===== src/rtl/core/nmit_pkg.sv =====
package nmit_pkg;

	// Fixed widths of the entry, cofactor, determinant and quotient datapaths.
	localparam int ENT_W = 32;
	localparam int COF_W = 64;
	localparam int DET_W = 98;
	localparam int QUO_W = 33;
	localparam int NUM_ENT = 9;
	localparam int FRAC_BITS_DEF = 16;
	localparam int QDEPTH = 2;

	// Entry indices of the two products that form each cofactor: a*b - c*d.
	typedef logic [3:0] idx_t;
	localparam idx_t COF_IDX [NUM_ENT][4] = '{
		'{4'd4, 4'd8, 4'd5, 4'd7},
		'{4'd5, 4'd6, 4'd3, 4'd8},
		'{4'd3, 4'd7, 4'd4, 4'd6},
		'{4'd2, 4'd7, 4'd1, 4'd8},
		'{4'd0, 4'd8, 4'd2, 4'd6},
		'{4'd1, 4'd6, 4'd0, 4'd7},
		'{4'd1, 4'd5, 4'd2, 4'd4},
		'{4'd2, 4'd3, 4'd0, 4'd5},
		'{4'd0, 4'd4, 4'd1, 4'd3}
	};

	typedef struct packed {
		logic signed [ENT_W-1:0] m00;
		logic signed [ENT_W-1:0] m01;
		logic signed [ENT_W-1:0] m02;
		logic signed [ENT_W-1:0] m10;
		logic signed [ENT_W-1:0] m11;
		logic signed [ENT_W-1:0] m12;
		logic signed [ENT_W-1:0] m20;
		logic signed [ENT_W-1:0] m21;
		logic signed [ENT_W-1:0] m22;
	} in_t;

	typedef struct packed {
		logic signed [ENT_W-1:0] n00;
		logic signed [ENT_W-1:0] n01;
		logic signed [ENT_W-1:0] n02;
		logic signed [ENT_W-1:0] n10;
		logic signed [ENT_W-1:0] n11;
		logic signed [ENT_W-1:0] n12;
		logic signed [ENT_W-1:0] n20;
		logic signed [ENT_W-1:0] n21;
		logic signed [ENT_W-1:0] n22;
		logic                    singular;
		logic                    saturated;
	} out_t;

	// Work handed from the front end to the divider back end.
	typedef struct packed {
		logic [NUM_ENT-1:0][COF_W-1:0] cof;
		logic [DET_W-1:0]              det;
	} work_t;

	typedef enum logic [2:0] {
		BS_IDLE,
		BS_PREP,
		BS_CHECK,
		BS_DIV,
		BS_DONE
	} bst_t;

endpackage


===== src/rtl/core/nmit_queue.sv =====
module nmit_queue (
	input  logic            clk,
	input  logic            arst_n,
	input  logic            push_valid,
	output logic            push_ready,
	input  nmit_pkg::work_t push_data,
	output logic            pop_valid,
	input  logic            pop_ready,
	output nmit_pkg::work_t pop_data
);

	localparam int D  = nmit_pkg::QDEPTH;
	localparam int PW = $clog2(D);
	localparam int CNW = $clog2(D + 1);

	nmit_pkg::work_t   ent_q [D];
	logic [PW-1:0]     wptr_q, rptr_q;
	logic [CNW-1:0]    cnt_q;
	logic              do_push, do_pop;

	assign push_ready = cnt_q != CNW'(D);
	assign pop_valid  = cnt_q != '0;
	assign pop_data   = ent_q[rptr_q];
	assign do_push    = push_valid && push_ready;
	assign do_pop     = pop_valid && pop_ready;

	// Pointers and fill count.
	always_ff @(posedge clk or negedge arst_n) begin
		if (!arst_n) begin
			wptr_q <= '0;
			rptr_q <= '0;
			cnt_q  <= '0;
		end else begin
			if (do_push) begin
				wptr_q <= (wptr_q == PW'(D - 1)) ? '0 : wptr_q + 1'b1;
			end
			if (do_pop) begin
				rptr_q <= (rptr_q == PW'(D - 1)) ? '0 : rptr_q + 1'b1;
			end
			cnt_q <= cnt_q + CNW'(do_push) - CNW'(do_pop);
		end
	end

	// Entry storage.
	always_ff @(posedge clk) begin
		if (do_push) begin
			ent_q[wptr_q] <= push_data;
		end
	end

endmodule


===== config.mk =====
export PLATFORM = sky130hd
export DESIGN_NAME = nmit_queue
export DESIGN_NICKNAME = d
export VERILOG_FILES = /design/src/rtl/core/nmit_pkg.sv /design/src/rtl/core/nmit_queue.sv
export SDC_FILE = /design/constraint.sdc
export NUM_CORES = 1
export LEC_CHECK = 0
export ABC_CLOCK_PERIOD_IN_PS = 31700
export BUFFER_PORTS_ARGS = -buffer_cell sky130_fd_sc_hd__buf_2
export CORE_AREA = 2 2 522 524
export CTS_CLUSTER_DIAMETER = 80
export DETAILED_ROUTE_END_ITERATION = 7
export DIE_AREA = 0 0 524 526
export GPL_TIMING_DRIVEN = 0
export RECOVER_POWER = 25
export REMOVE_ABC_BUFFERS = 1
export SYNTH_ARGS = -nofsm -noshare
export SYNTH_HDL_FRONTEND = slang
export SYNTH_SLANG_ARGS = --single-unit

===== constraint.sdc =====
create_clock -name clk -period 31.7 [get_ports clk]
set_input_delay 6.34 -clock clk [delete_from_list [all_inputs] [get_ports clk]]
set_output_delay 6.34 -clock clk [all_outputs]
set_load 0.02 [all_outputs]

==> metrics.md, run 1 <==
| Metric | Value |
|---|---|
| GPL Wtd Cong | `0.8566` |
| Synth warn | `0` |
| Hold Crit Class | `flop to flop` |
| Leading post-synthesis cells by cell area | `edfxtp_1 (82%), mux2_2 (15%), buf_6 (0.98%)` |
| CP Launch Type | `flop` |
| Total leakage power | `around 23 nW` |
| Syn Area/Cell | `23.22 um2` |
| Most frequent cells after synthesis | `edfxtp_1 (1,348), mux2_2 (674), buf_6 (43), clkbuf_8 (30), dfrtp_1 (4)` |
| Storage cell area | `40,580 um2` |
| Initial antenna violation count | `229` |
| CP Capture Type | `output pin` |
| RSZ-0062 raised after global routing | `no` |
| CTS tree | `built` |
| Worst rel slew slack | `0.3675` |
| Worst-Skew Late Latency | `0.82 ns` |
| Post-synth top area share | `0.8228` |
| Final Util | `0.2446` |
| Drt first-iter violations | `1,523` |
| Sequential element share of the synthesized area | `0.8249` |
| Vias in the first global route | `27,320` |
| Clock skew | `0.03730 ns` |
| Dpl hpwl | `151,200 um` |
| Row count | `191` |
| Max-slew violations | `0` |
| Reg clk slew, reported paths | `0.06 ns` |
| Mapped Area | `49,190 um2` |
| Period utilisation layout | `0.3099` |
| Vias/cell | `roughly 3.7` |
| Die area | `275,600 um2` |
| Hold Vio Cnt, Final | `0` |
| Area of the multi-input gates | `~7700 um2` |
| Io pins | `1,354` |
| Root Buffer Master | `clkbuf_16` |
| DRC viols | `0` |
| WL/cell | `25.69 um` |
| Crit Path Class | `flop to output pin` |
| F_max | `0.1018 GHz` |
| Clk sinks | `1,352` |
| Distinct cells, synth | `19` |
| Most frequent cell after synthesis | `edfxtp_1` |
| GR Overflow Total | `0` |
| DRT Wirelength | `189,400 um` |
| Design Area, Final | `66,000 um2` |
| Slew @ Worst Pin | `0.9487 ns` |
| CTS H-tree depth | `4` |
| Die height | `526 um` |
| CTS Buf Count | `~160` |
| Pwr Density | `101.2 nW/um2` |
| Peak supply drop | `0.0001007 V` |
| Status | `finished clean` |
| Initial Util | `0.1823` |
| Synth async-reset ratio | `0.002959` |
| Final setup TNS | `0 ns` |
| Post-place instance area | `60,760 um2` |
| #FFs+latches synth | `1,352` |
| Setup violators final | `0` |
| Global Route Usage Sum | `0.1304` |
| Iteration count of the initial detailed-routing pass | `5` |
| Final #Nets | `4,293` |
| Max_cap viols | `0` |
| Layout cells sized above 1 | `0.5747` |
| Area growth from synthesis to final layout | `34.17%` |
| Minimum clock period | `9.822 ns` |
| Hold_ws | `0.5706 ns` |
| Setup bufs post-CTS | `0` |
| Routed vias | `27,240` |
| FILL cells | `27,760` |
| CP max FO | `64` |
| Die width | `524 um` |
| Crit path DAT | `3.48 ns` |
| CORE AREA | `roughly 270,000 um2` |
| Post-CTS Resized | `0` |
| Clock Path Buffers | `4` |
| Mapped Cells | `2,119` |
| EDFF count, synth | `roughly 1,300` |
| Antenna viol nets, final | `0` |
| Largest net degree at the start of global routing | `68` |
| Area leader, netlist | `edfxtp_1` |
| Global-route wire length before repair | `241,000 um` |
| # hold bufs at CTS | `0` |
| Main synth FF type | `edfxtp_1` |
| Worst endpoint required time | `25.36 ns` |
| IO Port Bufs | `roughly 1,400` |
[state kept, by name, summed over array words and instances (netlist names)]
register and cells:
wptr_q 1, ent_q 1348, cnt_q 2, rptr_q 1
[per-stage QoR]
stage	setup WS, ns	cells	power, mW
finish	21.88	7371	6.681
global route	21.69	7321	6.979
global placement	-24.42	6967	6.404
floorplan	-4.312	2044	4.589
CTS	21.75	7306	6.822
detailed placement	22.68	7018	4.933
[metal layers]
| layer | share of wire | track usage |
|---|---|---|
| met5 | 0.0034 | 0 |
| met4 | 0.035 | 0.04406 |
| met3 | 0.16 | 0.09036 |
| met2 | 0.44 | 0.2026 |
| met1 | 0.36 | 0.1392 |
[worst max-delay path: stages, from the launching register on]
cell	delay, ns
dfrtp_4	0.55
buf_16	0.32
buf_16	0.26
buf_16	0.29
buf_16	0.30
mux2_2	0.49
buf_2	0.19
[cells by family (layout without fill, tap and decap cells)]
group / Yosys count / count (layout) / synth area share
adder cells (fa/ha/maj): 1 / 1 / 0.0002543
XOR/XNOR: 3 / 3 / 0.0005342
multiplexers: 674 / 674 / 0.1543
flip-flops: 1352 / 1352 / 0.8249
AO/OA/AOI/OAI: 4 / 4 / 0.0006358
other: 0 / 65 / 0
AND/OR/NAND/NOR: 10 / 10 / 0.0009922
buffers and inverters: 75 / 1692 / 0.01844
[final timing paths]
kind / to / cells past startpoint / from / slack [ns]
hold / removal: wptr_q / 1 / wptr_q / 0.57
max in group asynchronous: rptr_q / 1 / arst_n / 26.12
hold reg to reg: wptr_q / 1 / wptr_q / 0.57
setup / recovery: pop_data[522] / 6 / rptr_q / 21.88
min in group asynchronous: wptr_q / 1 / arst_n / 5.35
setup reg to reg: ent_q[1][199] / 5 / cnt_q[0] / 28.70
[cells in the final DEF (no fill, tap or decap), types with 3 or more instances in the layout]
master / n
buf_12: 25
buf_16: 26
buf_2: 1182
bufinv_16: 15
clkbuf_1: 191
clkbuf_16: 165
clkinv_1: 32
clkinv_2: 16
clkinv_4: 8
clkinv_8: 7
clkinvlp_4: 10
dfrtp_1: 3
diode_2: 65
edfxtp_1: 1348
inv_6: 7
inv_8: 5
mux2_2: 674
xnor2_1: 3
[report_power, final]
part           internal, mW  switching [mW]
registers              2.44          0.0761
logic                 0.802            1.52
clock network          1.08           0.767
total                  4.32            2.36
[final cells by class]
| class | count | share of cell area |
|---|---|---|
| multi-input combinational | 692 | 0.1170 |
| tap | 3570 | 0.06768 |
| clock buffer | 186 | 0.06375 |
| timing repair buffer | 1404 | 0.1178 |
| antenna | 65 | 0.002464 |
| clock inverter | 102 | 0.01647 |
| sequential | 1352 | 0.6149 |
No activity file was read; power rests on OpenSTA's default activity.
==> run 2, diff against run 1 <==
--- a/config.mk
+++ b/config.mk
@@ -5,12 +5,13 @@
 export SDC_FILE = /design/constraint.sdc
 export NUM_CORES = 1
 export LEC_CHECK = 0
-export ABC_CLOCK_PERIOD_IN_PS = 31700
+export ABC_AREA = 1
+export ABC_CLOCK_PERIOD_IN_PS = 8070
 export BUFFER_PORTS_ARGS = -buffer_cell sky130_fd_sc_hd__buf_2
-export CORE_AREA = 2 2 522 524
+export CORE_AREA = 2 2 525 527
 export CTS_CLUSTER_DIAMETER = 80
 export DETAILED_ROUTE_END_ITERATION = 7
-export DIE_AREA = 0 0 524 526
+export DIE_AREA = 0 0 527 529
 export GPL_TIMING_DRIVEN = 0
 export RECOVER_POWER = 25
 export REMOVE_ABC_BUFFERS = 1
==> constraint.sdc (replaced) <==
create_clock -name clk -period 8.07 [get_ports clk]
set_input_delay 1.614 -clock clk [delete_from_list [all_inputs] [get_ports clk]]
set_output_delay 1.614 -clock clk [all_outputs]
set_load 0.02 [all_outputs]
==> metrics.md, run 2 <==
| Metric | Value |
|---|---|
| Main synth FF type | `edfxtp_1` |
| Global Route Usage Sum | `0.1420 (+0.01160)` |
| Design Area, Final | `66,640 um2 (+0.96%)` |
| RSZ-0062 raised after global routing | `no` |
| R2R depth | `11 (+6)` |
| Reg-to-Reg Start | `cnt_q[0]` |
| CP max FO | `172 (+170%)` |
| Io pins | `1,354 (unchanged)` |
| Iteration count of the initial detailed-routing pass | `5 (unchanged)` |
| Final setup TNS | `0 ns (unchanged)` |
| Vias in the first global route | `32,470 (+19%)` |
| # hold bufs at CTS | `0 (unchanged)` |
| Period utilisation layout | `0.6952` |
| Max reg flops | `1,348 (unchanged)` |
| EDFF count, synth | `1,348 (unchanged)` |
| Post-synth top area share | `0.8139 (-0.008963)` |
| Max-slew violations | `0 (unchanged)` |
| Dpl hpwl | `161,800 um (+7.0%)` |
| Setup violators final | `0 (unchanged)` |
| Crit Path Class | `flop to output pin` |
| Die height | `529 um (+0.57%)` |
| WHS Path Cells | `1 (unchanged)` |
| Hold Vio Cnt, Final | `0 (unchanged)` |
| Reg2Reg Setup Slack | `4.67 ns (-24.03 ns)` |
| Clock Path Buffers | `4 (unchanged)` |
| Antenna viol nets, final | `0 (unchanged)` |
| Largest Register | `ent_q` |
| Area growth from synthesis to final layout | `33.98%` |
| WL/cell | `23.41 um (-8.9%)` |
| Area leader, netlist | `edfxtp_1` |
| Commonest non-fill, non-tap cells in the layout | `nand2_1 (2,031), edfxtp_1 (1,348), buf_2 (1,169)` |
| Clk sinks | `1,352 (unchanged)` |
| Synth warn | `0 (unchanged)` |
| Leading post-synthesis cells by cell area | `edfxtp_1 (81%), nand2_1 (15%), buf_6 (1.9%)` |
| Initial antenna violation count | `263 (+15%)` |
| Global-route wire length before repair | `271,600 um (+13%)` |
| Die area | `278,800 um2 (+1.1%)` |
| Setup bufs post-CTS | `0 (unchanged)` |
| Mapped Cells | `3,551 (+68%)` |
| Clock skew | `0.02351 ns (-0.01380 ns)` |
| Status | `finished clean` |
| Initial Util | `0.1823 (about the same)` |
| Mapped Area | `49,740 um2 (+1.1%)` |
| WHS Endpoint | `cnt_q[0]` |
| Hold Crit Class | `flop to flop` |
| Worst rel slew slack | `0.2595 (-0.1080)` |
| Distinct cells, synth | `16 (-3)` |
| Post-place instance area | `61,050 um2 (+0.49%)` |
| #FFs+latches synth | `1,352 (unchanged)` |
| Tot Pwr | `27.84 mW (+320%)` |
| CTS Buf Count | `174 (+6.1%)` |
| Post-CTS Resized | `0 (unchanged)` |
| F_max | `0.1782 GHz` |
| Pwr Density | `417.8 nW/um2 (+310%)` |
| Row count | `192 (+0.52%)` |
| Die width | `527 um (+0.57%)` |
| Commonest non-fill, non-tap cell in the layout | `nand2_1` |
| Hold Startpoint | `cnt_q[0]` |
| CTS H-tree depth | `4 (unchanged)` |
| Minimum clock period | `5.610 ns` |
| R2r endpoint | `ent_q[0][133]` |
| CTS tree | `built` |
| DRT Wirelength | `206,200 um (+8.9%)` |
| Setup WS pre-CTS | `3.256 ns (-19.43 ns)` |
| Setup ws final | `2.460 ns (-19.42 ns)` |
| Max_cap viols | `0 (unchanged)` |
| Vias/cell | `3.751 (+1.5%)` |
| Layout cells sized above 1 | `0.2917 (-0.2830)` |
| Worst-Skew Late Latency | `0.82 ns (about the same)` |
| Largest net degree at the start of global routing | `189 (+180%)` |
| GR Overflow Total | `0 (unchanged)` |
| Syn Area/Cell | `14.01 um2 (-40%)` |
| Peak supply drop | `0.0002647 V (+160%)` |
| Slew @ Worst Pin | `1.111 ns (+0.1620 ns)` |
| Regs by FF count | `ent_q: 1348 flops, cnt_q: 2 flops` |
| Routed vias | `33,040 (+21%)` |
| CP Capture Type | `output pin` |
| Final #Nets | `5,676 (+32%)` |
| Most frequent cells after synthesis | `nand2_1 (2,031), edfxtp_1 (1,348), buf_6 (85), buf_4 (50), clkbuf_4 (10)` |
| Sequential element share of the synthesized area | `0.8159 (-0.008985)` |
| CORE AREA | `272,900 um2 (+1.1%)` |
| Crit path DAT | `4.00 ns (+0.52 ns)` |
| Reg clk slew, reported paths | `0.05 ns (about the same)` |
| Drt first-iter violations | `2,001 (+31%)` |
| Synth async-reset ratio | `0.002959 (unchanged)` |
| Root Buffer Master | `clkbuf_16` |
| Total leakage power | `26.88 nW (+16%)` |
| DRC viols | `0 (unchanged)` |
| GPL Wtd Cong | `0.8394 (-2.0%)` |
| Most frequent cell after synthesis | `nand2_1` |
| IO Port Bufs | `1,353 (unchanged)` |
| Hold_ws | `0.6138 ns (+0.04317 ns)` |
| CP Launch Type | `flop` |
| Worst endpoint required time | `6.46 ns (-18.90 ns)` |
==> run 2: through the flow <==
| step | instances | utilization |
|---|---|---|
| 2_1_floorplan | 3402 | - |
| 3_3_place_gp | 8344 | 0.2183 |
| 3_5_place_dp | 8410 | 0.2237 |
| 4_1_cts | 8715 | 0.2442 |
| 5_1_grt | 8750 | 0.2437 |
| 6_report | 8808 | 0.2442 |
==> run 2: worst max path at each step <==
stage                     from             to  slack [ns]  cells after the start
floorplan           push_valid    ent_q[1][0]      -23.27                      2
global placement    push_valid  ent_q[1][303]      -43.23                      3
detailed placement      rptr_q  pop_data[303]        3.26                      7
CTS                     rptr_q  pop_data[303]        2.32                      7
global route            rptr_q  pop_data[473]        2.16                      7
finish                  rptr_q  pop_data[303]        2.46                      7
==> run 2: cell type report <==
cell class | instances | area, um2
sequential | 1352 | 40580
timing repair buffer | 1419 | 8005
clock inverter | 104 | 1062
multi-input combinational | 2042 | 7699
clock buffer | 201 | 4519
antenna | 93 | 232.7
inverter | 8 | 46.29
fill | 28610 | 206300
tap | 3589 | 4491
==> run 2: critical path, cell delays in order, from the launching register on <==
cell and delay (ns):
dfrtp_4 0.70, buf_12 0.27, buf_16 0.21, inv_16 0.46, buf_16 0.48, nand2_1 0.11
nand2_1 0.36, buf_2 0.25
==> run 2: power by group <==
part	leakage [nW]	total, mW	internal [mW]	switching (mW)
sequential	12.6	9.91	9.55	0.361
clock	2.68	7.58	4.49	3.09
combinational	11.6	10.4	2.63	7.73
total	26.9	27.8	16.7	11.2
==> run 2: per-layer routing <==
layer	routed length [um]	vias to the layer above	global-route usage
met1	71680	15510	0.1501
met3	34760	576	0.1003
met4	12490	150	0.07934
met2	86240	1689	0.2071
met5	997	-	0
li1	-	15120	-
==> run 2: kinds of logic after synthesis <==
kind of cell | count (synthesis) | synth area share
adders and majority gates | 1 | 0.0002515
buffers and inverters | 157 | 0.02963
xor gates and xnor gates | 1 | 0.0001761
AOI/OAI and AO/OA | 2 | 0.0002011
DFF | 1352 | 0.8159
and+or+nand+nor | 2038 | 0.1539
==> run 3, diff against run 2 <==
--- a/config.mk
+++ b/config.mk
@@ -6,7 +6,7 @@
 export NUM_CORES = 1
 export LEC_CHECK = 0
 export ABC_AREA = 1
-export ABC_CLOCK_PERIOD_IN_PS = 8070
+export ABC_CLOCK_PERIOD_IN_PS = 4600
 export BUFFER_PORTS_ARGS = -buffer_cell sky130_fd_sc_hd__buf_2
 export CORE_AREA = 2 2 525 527
 export CTS_CLUSTER_DIAMETER = 80
==> constraint.sdc (replaced) <==
create_clock -name clk -period 4.6 [get_ports clk]
set_input_delay 0.92 -clock clk [delete_from_list [all_inputs] [get_ports clk]]
set_output_delay 0.92 -clock clk [all_outputs]
set_load 0.02 [all_outputs]
==> metrics.md, run 3 (same netlist as run 2, synthesis figures left out) <==
| Metric | Value |
|---|---|
| Status | `finished clean` |
| Hold_ws | `0.2839 ns (-0.3299 ns)` |
| Hold Vio Cnt, Final | `0 (unchanged)` |
| CTS Buf Count | `174 (unchanged)` |
| Clk sinks | `1,352 (unchanged)` |
| Peak supply drop | `0.0004453 V (+68%)` |
| Crit Path Class | `flop to output pin` |
| Reg-to-Reg Start | `cnt_q[1]` |
| Final setup TNS | `0 ns (unchanged)` |
| Crit path DAT | `3.23 ns (-0.77 ns)` |
| Final #Nets | `5,688 (+0.21%)` |
| CP max FO | `37 (-78%)` |
| Net Sw Power | `19.94 mW (+78%)` |
| Global-route wire length before repair | `277,100 um (+2.0%)` |
| Slew @ Worst Pin | `1.000 ns (-0.1107 ns)` |
| Die width | `527 um (unchanged)` |
| CP Capture Type | `output pin` |
| Storage cell area | `40,580 um2 (unchanged)` |
| R2r endpoint | `ent_q[0][133]` |
| Largest Register | `ent_q` |
| Area of the multi-input gates | `7706 um2 (about the same)` |
| Max reg flops | `1,348 (unchanged)` |
| Pwr Density | `737.7 nW/um2 (+77%)` |
| Iteration count of the initial detailed-routing pass | `5 (unchanged)` |
| CP Launch Type | `flop` |
| DRC viols | `0 (unchanged)` |
| Max-slew violations | `0 (unchanged)` |
| IO Port Bufs | `1,353 (unchanged)` |
| Setup violators final | `0 (unchanged)` |
| Largest net degree at the start of global routing | `95 (-50%)` |
| DRT Wirelength | `212,400 um (+3.0%)` |
| Vias/cell | `3.778 (+0.71%)` |
| CP Capture Point | `pop_data[282]` |
| Max_cap viols | `0 (unchanged)` |
| Die height | `529 um (unchanged)` |
| Minimum clock period | `4.149 ns` |
| Layout cells sized above 1 | `0.2937 (+0.002044)` |
| Vias in the first global route | `32,680 (+0.67%)` |
| Switching Share | `0.4039 (+0.002659)` |
| Initial Util | `0.1823 (unchanged)` |
| CORE AREA | `272,900 um2 (unchanged)` |
| Clock Path Buffers | `4 (unchanged)` |
| WL/cell | `24.06 um (+2.8%)` |
| Pint | `29.42 mW (+76%)` |
| GR Overflow Total | `0 (unchanged)` |
| Worst rel slew slack | `0.3333 (+0.07378)` |
| CTS tree | `built` |
| CP startpoint | `rptr_q` |
| Die area | `278,800 um2 (unchanged)` |
| Drt first-iter violations | `2,040 (+1.9%)` |
| Total leakage power | `27.01 nW (+0.51%)` |
| RSZ-0062 raised after global routing | `no` |
| Row count | `192 (unchanged)` |
| Sequential share of power | `0.351 (-0.005)` |
| Io pins | `1,354 (unchanged)` |
| F_max | `around 0.24 GHz` |
| Routed vias | `33,350 (+0.94%)` |
| Reg2Reg Setup Slack | `1.19 ns (-3.48 ns)` |
| Initial antenna violation count | `267 (+1.5%)` |
| Area growth from synthesis to final layout | `34.53%` |
| Commonest non-fill, non-tap cells in the layout | `nand2_1 (2,028), edfxtp_1 (1,348), buf_2 (1,169)` |
| Period utilisation layout | `0.9019` |
| CTS H-tree depth | `4 (unchanged)` |
| R2R depth | `10 (-1)` |
| Dpl hpwl | `161,800 um (unchanged)` |
| Reg clk slew, reported paths | `0.06 ns (about the same)` |
| Root Buffer Master | `clkbuf_16` |
| Global Route Usage Sum | `0.1454 (+0.003351)` |
| Worst-Skew Late Latency | `0.81 ns (about the same)` |
| Clock Power Share | `0.269 (-0.003)` |
| Clock skew | `0.02167 ns (-0.001836 ns)` |
| Antenna viol nets, final | `0 (unchanged)` |
| GPL Wtd Cong | `0.8394 (unchanged)` |
| Combinational share of power | `0.380 (+0.008)` |
| Regs by FF count | `ent_q: 1348 flops, cnt_q: 2 flops` |
| Hold Crit Class | `primary input to flop` |
| FILL cells | `28,590 (-0.066%)` |
| Worst endpoint required time | `3.68 ns (-2.78 ns)` |
| Commonest non-fill, non-tap cell in the layout | `nand2_1` |
## run 3: changes by cell type in the layout (fill, tap and decap cells not counted), moves of 2 or more
cell       previous run  this run
buf_4                 0         2
nand2_2               0         3
bufbuf_16             0         5
diode_2              93       101
nand2_1            2031      2028
## run 3: layout make-up
| class | instances | area share |
|---|---|---|
| sequential | 1352 | 0.6065 |
| timing repair buffer | 1429 | 0.1228 |
| multi-input combinational | 2042 | 0.1152 |
| clock buffer | 201 | 0.06754 |
| tap | 3589 | 0.06711 |
| clock inverter | 104 | 0.01588 |
| antenna | 101 | 0.003777 |
| inverter | 8 | 0.0008415 |
| timing repair inverter | 2 | 0.0002992 |
## run 3: per-layer routing
metal  vias to the layer above  global-route usage  routed length, um
met5                         -                   0                924
met2                      1745              0.2129              89020
met3                       584             0.09999              35470
li1                      15160                   -                  -
met4                       142             0.07981              12740
met1                     15720              0.1551              74240
## run 3: timing repair
action,4_1_cts,5_1_grt
cloned,6,1
hold buffers,1,0
endpoints found under the setup margin,506,9
setup buffers,2,2
pin swaps,0,0
endpoints found under the hold margin,4,0
gates resized for setup,0,4
## run 3: critical path: stages (launching register included)
cell and delay [ns]:
dfrtp_4 0.45, buf_12 0.22, buf_16 0.27, buf_12 0.25, buf_16 0.24, buf_16 0.24, nand2_1 0.08, nand2_1 0.23
buf_2 0.24
## run 3: power groups by stage
stage	combinational (mW)	clock, mW	sequential (mW)
2_1_floorplan	4.46	0	16.4
3_3_place_gp	4.81	0	15.9
3_5_place_dp	18.7	0	17.6
4_1_cts	19.2	13.8	17.4
5_1_grt	20.3	14.2	17.5
6_report	18.7	13.3	17.3
## run 3: worst min-delay path by stage
stage                          to  cells past startpoint            from  slack (ns)
finish              ent_q[0][116]                      1  push_data[116]        0.28
global route        ent_q[0][574]                      1  push_data[574]        0.21
CTS                 ent_q[1][116]                      1  push_data[116]        0.17
detailed placement       cnt_q[0]                      1        cnt_q[0]        0.60
global placement           wptr_q                      2          wptr_q        0.50
floorplan                  wptr_q                      2          wptr_q        0.48
## run 3: per-stage QoR
| step | setup WS [ns] | util | cell area, um2 | cells | total power [mW] |
|---|---|---|---|---|---|
| 2_1_floorplan | -26.05 | - | 48300 | 3402 | 20.81 |
| 4_1_cts | 0.01435 | 0.2449 | 66840 | 8724 | 50.36 |
| 5_1_grt | 0.1786 | 0.2446 | 66750 | 8765 | 52.01 |
| 3_3_place_gp | -46.00 | 0.2183 | 59560 | 8344 | 20.76 |
| 3_5_place_dp | 0.4799 | 0.2237 | 61050 | 8410 | 36.31 |
| 6_report | 0.4514 | 0.2452 | 66910 | 8828 | 49.36 |
